[src/rtl/mcc_pkg.sv]
// Shared types and constants for the magnetometer calibrate/correct core.
// No dependencies; used by every module under rtl/.
package mcc_pkg;

  localparam int AXES      = 3;
  localparam int DIV_STEPS = 16;  // 32-bit quotient, two bits per cycle
  localparam int CNT_W     = $clog2(DIV_STEPS);

  localparam logic [1:0] FUNC_SAMPLE  = 2'd0;
  localparam logic [1:0] FUNC_COMMIT  = 2'd1;
  localparam logic [1:0] FUNC_CORRECT = 2'd2;

  localparam logic REG_NOISE_LIMIT = 1'b0;
  localparam logic REG_OUTPUT_GAIN = 1'b1;

  localparam logic [14:0]        RESET_LIMIT = 15'd1000;
  localparam logic [15:0]        RESET_GAIN  = 16'd1000;
  localparam logic signed [15:0] RESET_SCALE = 16'sd1000;

  typedef enum logic [2:0] {
    S_IDLE,
    S_EXEC,
    S_DIV,
    S_FIN,
    S_DONE
  } seq_state_t;

  typedef enum logic [2:0] {
    LOP_NONE,
    LOP_SAMPLE,
    LOP_COMMIT,
    LOP_MUL,
    LOP_DIV,
    LOP_FIN,
    LOP_ZERO
  } lane_op_t;

  typedef struct packed {
    lane_op_t    op;
    logic        all_ok;
    logic [15:0] gain;
  } lane_ctrl_t;

  typedef struct packed {
    logic               in_gate;
    logic signed [15:0] res;
    logic               ovf;
    logic               dbz;
  } lane_stat_t;

endpackage

[src/rtl/mcc_lane.sv]
// One axis lane: min/max envelope, commit of offset/scale, and correction
// through a multiplier and a radix-4 restoring divider. Depends on mcc_pkg.
module mcc_lane (
  input  logic                clk,
  input  logic                rst,
  input  mcc_pkg::lane_ctrl_t ctrl,
  input  logic signed [15:0]  v,
  input  logic [14:0]         noise_limit,
  output mcc_pkg::lane_stat_t stat
);
  import mcc_pkg::*;

  logic signed [15:0] vmax, vmin, offset, scale;
  logic signed [15:0] res;
  logic               ovf, dbz, neg;
  logic [31:0]        dq;
  logic [15:0]        rem;

  logic signed [16:0] v17, lim17, sum, dif, half_sum, half_dif, diff;
  logic [16:0]        diff_mag;
  logic [15:0]        dv;
  logic [16:0]        r1, r2;
  logic               ge1, ge2;
  logic [15:0]        rem1, rem2;
  logic [31:0]        dq2;

  always_comb begin
    v17      = {v[15], v};
    lim17    = signed'({2'b00, noise_limit});
    sum      = {vmax[15], vmax} + {vmin[15], vmin};
    dif      = {vmax[15], vmax} - {vmin[15], vmin};
    // halve, truncating toward zero
    half_sum = (sum + {16'd0, sum[16]}) >>> 1;
    half_dif = (dif + {16'd0, dif[16]}) >>> 1;
    diff     = v17 - {offset[15], offset};
    diff_mag = diff[16] ? 17'(-diff) : 17'(diff);
    dv       = scale[15] ? 16'(-scale) : 16'(scale);
    // two restoring steps per cycle
    r1   = {rem, dq[31]};
    ge1  = r1 >= {1'b0, dv};
    rem1 = ge1 ? 16'(r1 - {1'b0, dv}) : r1[15:0];
    r2   = {rem1, dq[30]};
    ge2  = r2 >= {1'b0, dv};
    rem2 = ge2 ? 16'(r2 - {1'b0, dv}) : r2[15:0];
    dq2  = {dq[29:0], ge1, ge2};
  end

  always_ff @(posedge clk) begin
    if (rst) begin
      vmax   <= '0;
      vmin   <= '0;
      offset <= '0;
      scale  <= RESET_SCALE;
    end else begin
      case (ctrl.op)
        LOP_SAMPLE: begin
          if (ctrl.all_ok) begin
            if (v > vmax) vmax <= v;
            if (v < vmin) vmin <= v;
          end
        end
        LOP_COMMIT: begin
          offset <= half_sum[15:0];
          scale  <= half_dif[15:0];
          vmax   <= '0;
          vmin   <= '0;
        end
        default: ;
      endcase
    end
  end

  // datapath, no reset needed
  always_ff @(posedge clk) begin
    case (ctrl.op)
      LOP_SAMPLE: begin
        res <= v;
        ovf <= 1'b0;
        dbz <= 1'b0;
      end
      LOP_COMMIT: begin
        res <= half_sum[15:0];
        ovf <= 1'b0;
        dbz <= 1'b0;
      end
      LOP_ZERO: begin
        res <= '0;
        ovf <= 1'b0;
        dbz <= 1'b0;
      end
      LOP_MUL: begin
        dq  <= 32'(diff_mag[15:0]) * 32'(ctrl.gain);
        rem <= '0;
        neg <= diff[16] ^ scale[15];
        dbz <= (scale == '0);
      end
      LOP_DIV: begin
        dq  <= dq2;
        rem <= rem2;
      end
      LOP_FIN: begin
        if (dbz) begin
          res <= '0;
          ovf <= 1'b0;
        end else if (!neg) begin
          if (dq > 32'd32767) begin
            res <= 16'sh7fff;
            ovf <= 1'b1;
          end else begin
            res <= signed'(dq[15:0]);
            ovf <= 1'b0;
          end
        end else begin
          if (dq > 32'd32768) begin
            res <= 16'sh8000;
            ovf <= 1'b1;
          end else begin
            res <= signed'(16'(-dq[15:0]));
            ovf <= 1'b0;
          end
        end
      end
      default: ;
    endcase
  end

  assign stat.in_gate = (v17 < lim17) && (v17 > -lim17);
  assign stat.res     = res;
  assign stat.ovf     = ovf;
  assign stat.dbz     = dbz;

endmodule

[src/rtl/mcc_merge.sv]
// Merge stage: combines the three lane results and flags into one output
// beat held in a register until taken. Depends on mcc_pkg.
module mcc_merge (
  input  logic                clk,
  input  logic                rst,
  input  logic                load,
  input  mcc_pkg::lane_stat_t lane_stat [mcc_pkg::AXES],
  input  logic                acc,
  output logic                out_free,
  output logic                m_tvalid,
  input  logic                m_tready,
  output logic [47:0]         m_tdata,  // out_x, out_y, out_z
  output logic [2:0]          m_tuser   // accepted, overflow, divide_by_zero
);
  import mcc_pkg::*;

  logic ovf_any, dbz_any;

  always_comb begin
    ovf_any = 1'b0;
    dbz_any = 1'b0;
    for (int i = 0; i < AXES; i++) begin
      ovf_any = ovf_any | lane_stat[i].ovf;
      dbz_any = dbz_any | lane_stat[i].dbz;
    end
  end

  assign out_free = !m_tvalid || m_tready;

  always_ff @(posedge clk) begin
    if (rst) begin
      m_tvalid <= 1'b0;
    end else if (load) begin
      m_tvalid <= 1'b1;
    end else if (m_tready) begin
      m_tvalid <= 1'b0;
    end
  end

  always_ff @(posedge clk) begin
    if (load) begin
      m_tdata <= {lane_stat[2].res, lane_stat[1].res, lane_stat[0].res};
      m_tuser <= {dbz_any, ovf_any, acc};
    end
  end

endmodule

[src/rtl/magnetometer_calibrate_correct_core.sv]
// Magnetometer min/max calibration and correction, one item at a time.
// Sample, commit and unused codes pass through the execute and done states and
// the merge register; correction passes through multiply, 16 divider steps of two
// quotient bits each in every axis lane, saturate and the merge register.
// A new item is taken only once the last one's output beat is loaded, which waits
// while the previous output beat has not been taken by m_tready.
// Synchronous reset: noise_limit and gain 1000, envelopes/offsets 0, scales 1000.
module magnetometer_calibrate_correct_core (
  input  logic        clk,
  input  logic        rst,
  input  logic        s_tvalid,
  output logic        s_tready,
  input  logic [47:0] s_tdata,   // raw_first, raw_second, raw_third
  input  logic [1:0]  s_tuser,   // func
  output logic        m_tvalid,
  input  logic        m_tready,
  output logic [47:0] m_tdata,   // out_x, out_y, out_z
  output logic [2:0]  m_tuser,   // accepted, overflow, divide_by_zero
  input  logic        cfg_valid,
  output logic        cfg_ready,
  input  logic        cfg_index,
  input  logic [15:0] cfg_data
);
  import mcc_pkg::*;

  seq_state_t         state, state_next;
  logic [CNT_W-1:0]   cnt, cnt_next;
  logic [1:0]         func;
  logic signed [15:0] axis_v [AXES];
  logic               acc, acc_next;
  logic [14:0]        noise_limit;
  logic [15:0]        output_gain;
  lane_ctrl_t         ctrl;
  lane_stat_t         lane_stat [AXES];
  logic               all_ok, load, out_free;

  assign cfg_ready = 1'b1;

  always_ff @(posedge clk) begin
    if (rst) begin
      noise_limit <= RESET_LIMIT;
      output_gain <= RESET_GAIN;
    end else if (cfg_valid) begin
      case (cfg_index)
        REG_NOISE_LIMIT: noise_limit <= cfg_data[14:0];
        REG_OUTPUT_GAIN: output_gain <= cfg_data;
        default: ;
      endcase
    end
  end

  // remap to body axes on the input beat
  always_ff @(posedge clk) begin
    if (s_tvalid && s_tready) begin
      func      <= s_tuser;
      axis_v[0] <= signed'(16'(-s_tdata[47:32]));
      axis_v[1] <= signed'(s_tdata[15:0]);
      axis_v[2] <= signed'(16'(-s_tdata[31:16]));
    end
  end

  always_comb begin
    all_ok = 1'b1;
    for (int i = 0; i < AXES; i++) all_ok = all_ok & lane_stat[i].in_gate;
  end

  always_ff @(posedge clk) begin
    if (rst) begin
      state <= S_IDLE;
      cnt   <= '0;
      acc   <= 1'b0;
    end else begin
      state <= state_next;
      cnt   <= cnt_next;
      acc   <= acc_next;
    end
  end

  always_comb begin
    state_next  = state;
    cnt_next    = cnt;
    acc_next    = acc;
    ctrl.op     = LOP_NONE;
    ctrl.all_ok = all_ok;
    ctrl.gain   = output_gain;
    s_tready    = 1'b0;
    load        = 1'b0;
    case (state)
      S_IDLE: begin
        s_tready = 1'b1;
        if (s_tvalid) state_next = S_EXEC;
      end
      S_EXEC: begin
        acc_next = (func == FUNC_SAMPLE) && all_ok;
        case (func)
          FUNC_SAMPLE: begin
            ctrl.op    = LOP_SAMPLE;
            state_next = S_DONE;
          end
          FUNC_COMMIT: begin
            ctrl.op    = LOP_COMMIT;
            state_next = S_DONE;
          end
          FUNC_CORRECT: begin
            ctrl.op    = LOP_MUL;
            cnt_next   = '0;
            state_next = S_DIV;
          end
          default: begin
            ctrl.op    = LOP_ZERO;
            state_next = S_DONE;
          end
        endcase
      end
      S_DIV: begin
        ctrl.op  = LOP_DIV;
        cnt_next = cnt + 1'b1;
        if (cnt == CNT_W'(DIV_STEPS - 1)) state_next = S_FIN;
      end
      S_FIN: begin
        ctrl.op    = LOP_FIN;
        state_next = S_DONE;
      end
      S_DONE: begin
        if (out_free) begin
          load       = 1'b1;
          state_next = S_IDLE;
        end
      end
      default: state_next = S_IDLE;
    endcase
  end

  for (genvar g = 0; g < AXES; g++) begin : g_lane
    mcc_lane u_lane (
      .clk         (clk),
      .rst         (rst),
      .ctrl        (ctrl),
      .v           (axis_v[g]),
      .noise_limit (noise_limit),
      .stat        (lane_stat[g])
    );
  end

  mcc_merge u_merge (
    .clk       (clk),
    .rst       (rst),
    .load      (load),
    .lane_stat (lane_stat),
    .acc       (acc),
    .out_free  (out_free),
    .m_tvalid  (m_tvalid),
    .m_tready  (m_tready),
    .m_tdata   (m_tdata),
    .m_tuser   (m_tuser)
  );

endmodule

[config.mk]
export PLATFORM = sky130hd
export DESIGN_NAME = magnetometer_calibrate_correct_core
export DESIGN_NICKNAME = d
export VERILOG_FILES = /design/src/rtl/mcc_pkg.sv /design/src/rtl/mcc_lane.sv /design/src/rtl/mcc_merge.sv /design/src/rtl/magnetometer_calibrate_correct_core.sv
export SDC_FILE = /design/constraint.sdc
export NUM_CORES = 2
export LEC_CHECK = 0
export ABC_AREA = 1
export BUFFER_PORTS_ARGS = -buffer_cell sky130_fd_sc_hd__buf_2
export CORE_UTILIZATION = 45
export DETAILED_ROUTE_END_ITERATION = 8
export GPL_TIMING_DRIVEN = 1
export SYNTH_ARGS = -nofsm -noshare
export SYNTH_HDL_FRONTEND = slang
export SYNTH_HIERARCHICAL = 1
export SYNTH_SLANG_ARGS = --single-unit
[constraint.sdc]
create_clock -name clk -period 6.7 [get_ports clk]
set_input_delay 1.005 -clock clk [delete_from_list [all_inputs] [get_ports clk]]
set_output_delay 1.005 -clock clk [all_outputs]
set_load 0.1 [all_outputs]
==> run_summary.xml <==
<?xml version="1.0" encoding="UTF-8"?>
<metrics>
  <group name="status">
    <metric name="run_status" unit="">finished, violations left</metric>
    <metric name="failing_checks" unit="">negative setup slack</metric>
  </group>
  <group name="yosys">
    <metric name="synth_edf_count" unit="">302</metric>
    <metric name="synthesis.instances" unit="">10100</metric>
    <metric name="synth_seq_cells" unit="">534</metric>
    <metric name="most_used_standard_cell_by_instance_count_after_synthesis" unit="">sky130_fd_sc_hd__nand2_1</metric>
    <metric name="yosys_warnings" unit="">6</metric>
    <metric name="synth_top_area_share" unit="%">16.4</metric>
    <metric name="synth_async_sr_flop_share" unit="%">0</metric>
    <metric name="mappedNetlistNets" unit="">11600</metric>
    <metric name="ys_seq_area_share" unit="%">18.9</metric>
    <metric name="post_synth_cell_types" unit="">76</metric>
    <metric name="top_area_cells_in_the_synthesized_netlist" unit="">sky130_fd_sc_hd__fa_1 (16%), sky130_fd_sc_hd__ha_1 (13%), sky130_fd_sc_hd__edfxtp_1 (12%), sky130_fd_sc_hd__nand2_1 (12%), sky130_fd_sc_hd__inv_1 (8.9%)</metric>
    <metric name="synthFlopType" unit="">sky130_fd_sc_hd__edfxtp_1</metric>
    <metric name="postSynthAreaPerCell" unit="um2">7.17</metric>
    <metric name="synth_area_leader_cell" unit="">sky130_fd_sc_hd__fa_1</metric>
    <metric name="synth_common_cells" unit="">sky130_fd_sc_hd__nand2_1 (2400), sky130_fd_sc_hd__inv_1 (1722), sky130_fd_sc_hd__nor2_1 (1005), sky130_fd_sc_hd__ha_1 (771), sky130_fd_sc_hd__nand3_1 (740)</metric>
    <metric name="post_synth_instance_area" unit="um2">72700</metric>
  </group>
  <group name="detailed_routing">
    <metric name="drt-initial-drc-count" unit="">5714</metric>
    <metric name="mean_routed_wirelength_per_cell" unit="um">19.0</metric>
    <metric name="drt_pre_antenna_iters" unit="">6</metric>
    <metric name="avgViaCountPerCell" unit="">5.36</metric>
    <metric name="detail-route-antenna-nets" unit="">0</metric>
    <metric name="drc_errors" unit="">0</metric>
    <metric name="totalWireLength" unit="um">253000</metric>
    <metric name="routed-via-count" unit="">71200</metric>
  </group>
  <group name="floorplan">
    <metric name="floorplan.die.width" unit="um">404</metric>
    <metric name="io-pin-count" unit="">126</metric>
    <metric name="core_region_area" unit="um2">160000</metric>
    <metric name="floorplan.initialDensity" unit="%">45.3</metric>
    <metric name="num_rows" unit="">147</metric>
    <metric name="die_area" unit="um2">163000</metric>
    <metric name="die_height" unit="um">404</metric>
  </group>
  <group name="critical_path">
    <metric name="crit_type" unit="">flop to flop</metric>
    <metric name="cp_slowest_cell" unit="">sky130_fd_sc_hd__fa_1</metric>
    <metric name="regToRegStartpoint" unit="">axis_v[0][0]$_DFFE_PP_</metric>
    <metric name="critical_path.endpoint_type" unit="">flop</metric>
    <metric name="timing.reg2reg.setup_slack" unit="ns">-0.82</metric>
    <metric name="critical-path-top-delay-family" unit="">adder cells</metric>
    <metric name="critPathMostFrequentCell" unit="">sky130_fd_sc_hd__nand2_1</metric>
    <metric name="worst-r2r-cell-count" unit="">43</metric>
    <metric name="cp_num_buf_inv" unit="">11</metric>
    <metric name="worstPathMaxFanout" unit="">7</metric>
    <metric name="end_of_the_worst_register_to_register_path" unit="">g_lane[0].u_lane/dq[31]$_DFFE_PP_</metric>
    <metric name="max_stage_delay" unit="ns">0.56</metric>
    <metric name="worst_ep_arrival_time" unit="ns">7.98</metric>
    <metric name="worstPathRequired" unit="ns">7.16</metric>
    <metric name="start_kind" unit="">flop</metric>
  </group>
  <group name="sta">
    <metric name="total_of_endpoints_with_negative_setup_slack_in_the_final_report" unit="">67</metric>
    <metric name="relSlewSlack" unit="%">8.80</metric>
    <metric name="worst-slew-pin-transition" unit="ns">1.37</metric>
    <metric name="report.final.slew_viol_count" unit="">0</metric>
    <metric name="finClkSkew" unit="ns">0.0590</metric>
    <metric name="clock.fmax" unit="MHz">133</metric>
    <metric name="grt_setup_unrepaired" unit="">yes</metric>
    <metric name="timing.setup.tns" unit="ns">-39.36</metric>
    <metric name="finalWorstSetupSlack" unit="ns">-0.823</metric>
    <metric name="fin_crit" unit="ns">7.52</metric>
    <metric name="hold_ws" unit="ns">0.408</metric>
    <metric name="hold_viol" unit="">0</metric>
    <metric name="layout_worst_path_cycle_share" unit="%">112</metric>
  </group>
  <group name="finish">
    <metric name="final_nets" unit="">12500</metric>
    <metric name="fillCellCount" unit="">15000</metric>
    <metric name="layout_area_growth_over_synthesis" unit="%">24.8</metric>
    <metric name="drive_above_1_share" unit="%">21.0</metric>
  </group>
  <group name="clocking">
    <metric name="numCtsBuffers" unit="">71</metric>
    <metric name="path_clk_slew" unit="ns">0.06</metric>
    <metric name="clock_tree.htree_level_count" unit="">3</metric>
    <metric name="cts.sinks" unit="">534</metric>
    <metric name="root_buffer_master" unit="">sky130_fd_sc_hd__clkbuf_16</metric>
    <metric name="clock_tree_from_tritoncts" unit="">yes</metric>
    <metric name="ctsLongestPathBuffers" unit="">3</metric>
    <metric name="clock_insertion_delay_worst_skew" unit="ns">0.71</metric>
  </group>
  <group name="worst_hold_path">
    <metric name="whs_path_depth" unit="">0</metric>
    <metric name="worst_hold_path_type" unit="">flop to flop</metric>
    <metric name="hold_path_startpoint" unit="">g_lane[2].u_lane/res[2]$_DFFE_PP_</metric>
    <metric name="min_delay_worst_endpoint" unit="">u_merge/m_tdata[34]$_DFFE_PP_</metric>
  </group>
  <group name="grt">
    <metric name="global_route.overflow_total" unit="">0</metric>
    <metric name="number_of_global_route_vias_before_repair" unit="">69300</metric>
    <metric name="first_pass_grt_wire_length" unit="um">388000</metric>
    <metric name="antenna_found_initial" unit="">18</metric>
    <metric name="groute.usage.overall" unit="%">30.4</metric>
    <metric name="grt_max_degree" unit="">99</metric>
  </group>
  <group name="placed_design">
    <metric name="place_hpwl" unit="um">204000</metric>
    <metric name="finalWeightedCongestion" unit="">0.991</metric>
    <metric name="numPortBuffers" unit="">124</metric>
  </group>
  <group name="job">
    <metric name="max_cap_violations" unit="">0</metric>
  </group>
</metrics>
layer usage:
| layer | track usage [%] | routed length (um) | up-vias | part of all wire (%) |
|---|---|---|---|---|
| met2 | 48.7 | 114000 | 2436 | 45 |
| met3 | 4.32 | 18600 | 443 | 7.3 |
| met5 | 0 | 13 | - | 0.0051 |
| met1 | 41.7 | 111000 | 34100 | 44 |
| met4 | 10.4 | 9240 | 2 | 3.6 |
| li1 | - | - | 34300 | - |
final cells by class:
class / instances / area [um2] / share of cell area (%)
antenna: 2 / 5.00 / 0.00551
clock inverter: 36 / 400 / 0.441
multi-input combinational: 7592 / 56100 / 61.8
tap: 2160 / 2700 / 2.98
timing repair buffer: 1116 / 9130 / 10.1
sequential: 534 / 13700 / 15.1
inverter: 1766 / 6720 / 7.41
clock buffer: 96 / 1990 / 2.20
worst reg2reg max path: cells and delay by family (launching register included):
| kind | cells | cell delay, ns |
|---|---|---|
| adder cells (fa/ha/maj) | 9 | 3.86 |
| buffers and inverters | 11 | 0.88 |
| AO/OA/AOI/OAI | 3 | 0.41 |
| AND/OR/NAND/NOR | 20 | 1.77 |
| flip-flops | 1 | 0.36 |
per-stage QoR:
step	cells	instance area, um2	setup slack [ns]	util [%]
detailed placement	12900	81800	-0.953	51.0
CTS	13200	88100	-0.700	54.9
global placement	12900	81800	-0.914	51.0
floorplan	10100	73600	-0.438	-
finish	13300	90700	-0.823	56.6
global route	13300	90700	-1.14	56.6
cells by family after synthesis:
| kind of cell | count (synthesis) | synth area share (%) |
|---|---|---|
| muxes | 4 | 0.0551 |
| buffers and inverters | 2015 | 10.8 |
| DFF | 534 | 18.9 |
| AOI/OAI and AO/OA | 1278 | 9.63 |
| xor gates and xnor gates | 286 | 3.62 |
| other | 1 | 0.00516 |
| and+or+nand+nor | 4654 | 27.3 |
| adders and majority gates | 1368 | 29.7 |
cells in the final DEF, fill, tap and decap left out, types with 25 or more instances in the layout:
| cell type | Yosys | layout |
|---|---|---|
| sky130_fd_sc_hd__buf_2 | 54 | 123 |
| sky130_fd_sc_hd__dfxtp_1 | 232 | 227 |
| sky130_fd_sc_hd__nand3_2 | 13 | 66 |
| sky130_fd_sc_hd__buf_6 | 9 | 141 |
| sky130_fd_sc_hd__nand3_1 | 740 | 672 |
| sky130_fd_sc_hd__o21bai_1 | 45 | 35 |
| sky130_fd_sc_hd__edfxtp_1 | 302 | 302 |
| sky130_fd_sc_hd__ha_1 | 771 | 675 |
| sky130_fd_sc_hd__a21oi_2 | 4 | 67 |
| sky130_fd_sc_hd__buf_4 | 25 | 810 |
| sky130_fd_sc_hd__nand2_1 | 2400 | 2224 |
| sky130_fd_sc_hd__o21ai_1 | 16 | 70 |
| sky130_fd_sc_hd__fa_2 | 0 | 66 |
| sky130_fd_sc_hd__clkbuf_16 | 0 | 73 |
| sky130_fd_sc_hd__nor2_1 | 1005 | 901 |
| sky130_fd_sc_hd__or2_4 | 1 | 41 |
| sky130_fd_sc_hd__nor2_2 | 26 | 86 |
| sky130_fd_sc_hd__xor2_1 | 183 | 166 |
| sky130_fd_sc_hd__nor3_1 | 115 | 102 |
| sky130_fd_sc_hd__fa_1 | 597 | 531 |
| sky130_fd_sc_hd__nand4_1 | 148 | 148 |
| sky130_fd_sc_hd__nand2_4 | 15 | 83 |
| sky130_fd_sc_hd__a21o_1 | 39 | 37 |
| sky130_fd_sc_hd__o21ai_0 | 347 | 261 |
| sky130_fd_sc_hd__inv_2 | 30 | 153 |
| sky130_fd_sc_hd__inv_1 | 1722 | 1580 |
| sky130_fd_sc_hd__o211ai_1 | 39 | 39 |
| sky130_fd_sc_hd__nand2_2 | 46 | 144 |
| sky130_fd_sc_hd__or2_2 | 64 | 25 |
| sky130_fd_sc_hd__a21oi_4 | 0 | 37 |
| sky130_fd_sc_hd__nand3b_1 | 30 | 30 |
| sky130_fd_sc_hd__a21oi_1 | 687 | 587 |
| sky130_fd_sc_hd__nor2_4 | 7 | 51 |
| sky130_fd_sc_hd__ha_4 | 0 | 88 |
| sky130_fd_sc_hd__buf_12 | 1 | 37 |
| sky130_fd_sc_hd__xnor2_1 | 88 | 69 |
worst max-delay path by stage:
stage	start	end	slack [ns]	depth (start not counted)
2_1_floorplan	axis_v[0][16]$_DFFE_PP_	g_lane[1].u_lane/dq[25]$_DFFE_PP_	-0.44	37
3_5_place_dp	axis_v[0][16]$_DFFE_PP_	g_lane[1].u_lane/dq[25]$_DFFE_PP_	-0.95	40
3_3_place_gp	axis_v[0][16]$_DFFE_PP_	g_lane[1].u_lane/dq[25]$_DFFE_PP_	-0.91	39
5_1_grt	axis_v[0][32]$_DFFE_PP_	g_lane[2].u_lane/dq[25]$_DFFE_PP_	-1.14	38
4_1_cts	axis_v[0][16]$_DFFE_PP_	g_lane[1].u_lane/dq[24]$_DFFE_PP_	-0.70	38
6_report	axis_v[0][0]$_DFFE_PP_	g_lane[0].u_lane/dq[31]$_DFFE_PP_	-0.82	43
repair_timing:
action	4_1_cts	5_1_grt
buffers inserted	139	104
setup endpoints to repair	71	96
gates resized for setup	695	493
pin swaps	446	356
hold buffers	0	0
cloned	2	0
state kept, by name, indices dropped and copies added (netlist names), 4 cells and up:
signal,cells
g_lane.u_lane/vmin,48
noise_limit,15
g_lane.u_lane/rem,48
output_gain,16
cnt,4
g_lane.u_lane/res,48
g_lane.u_lane/offset,48
g_lane.u_lane/scale,48
g_lane.u_lane/dq,96
g_lane.u_lane/vmax,48
axis_v,48
u_merge/m_tdata,48
Power is not shown: default switching activity piles up to over one toggle a cycle in this logic, so the estimate is an artifact.
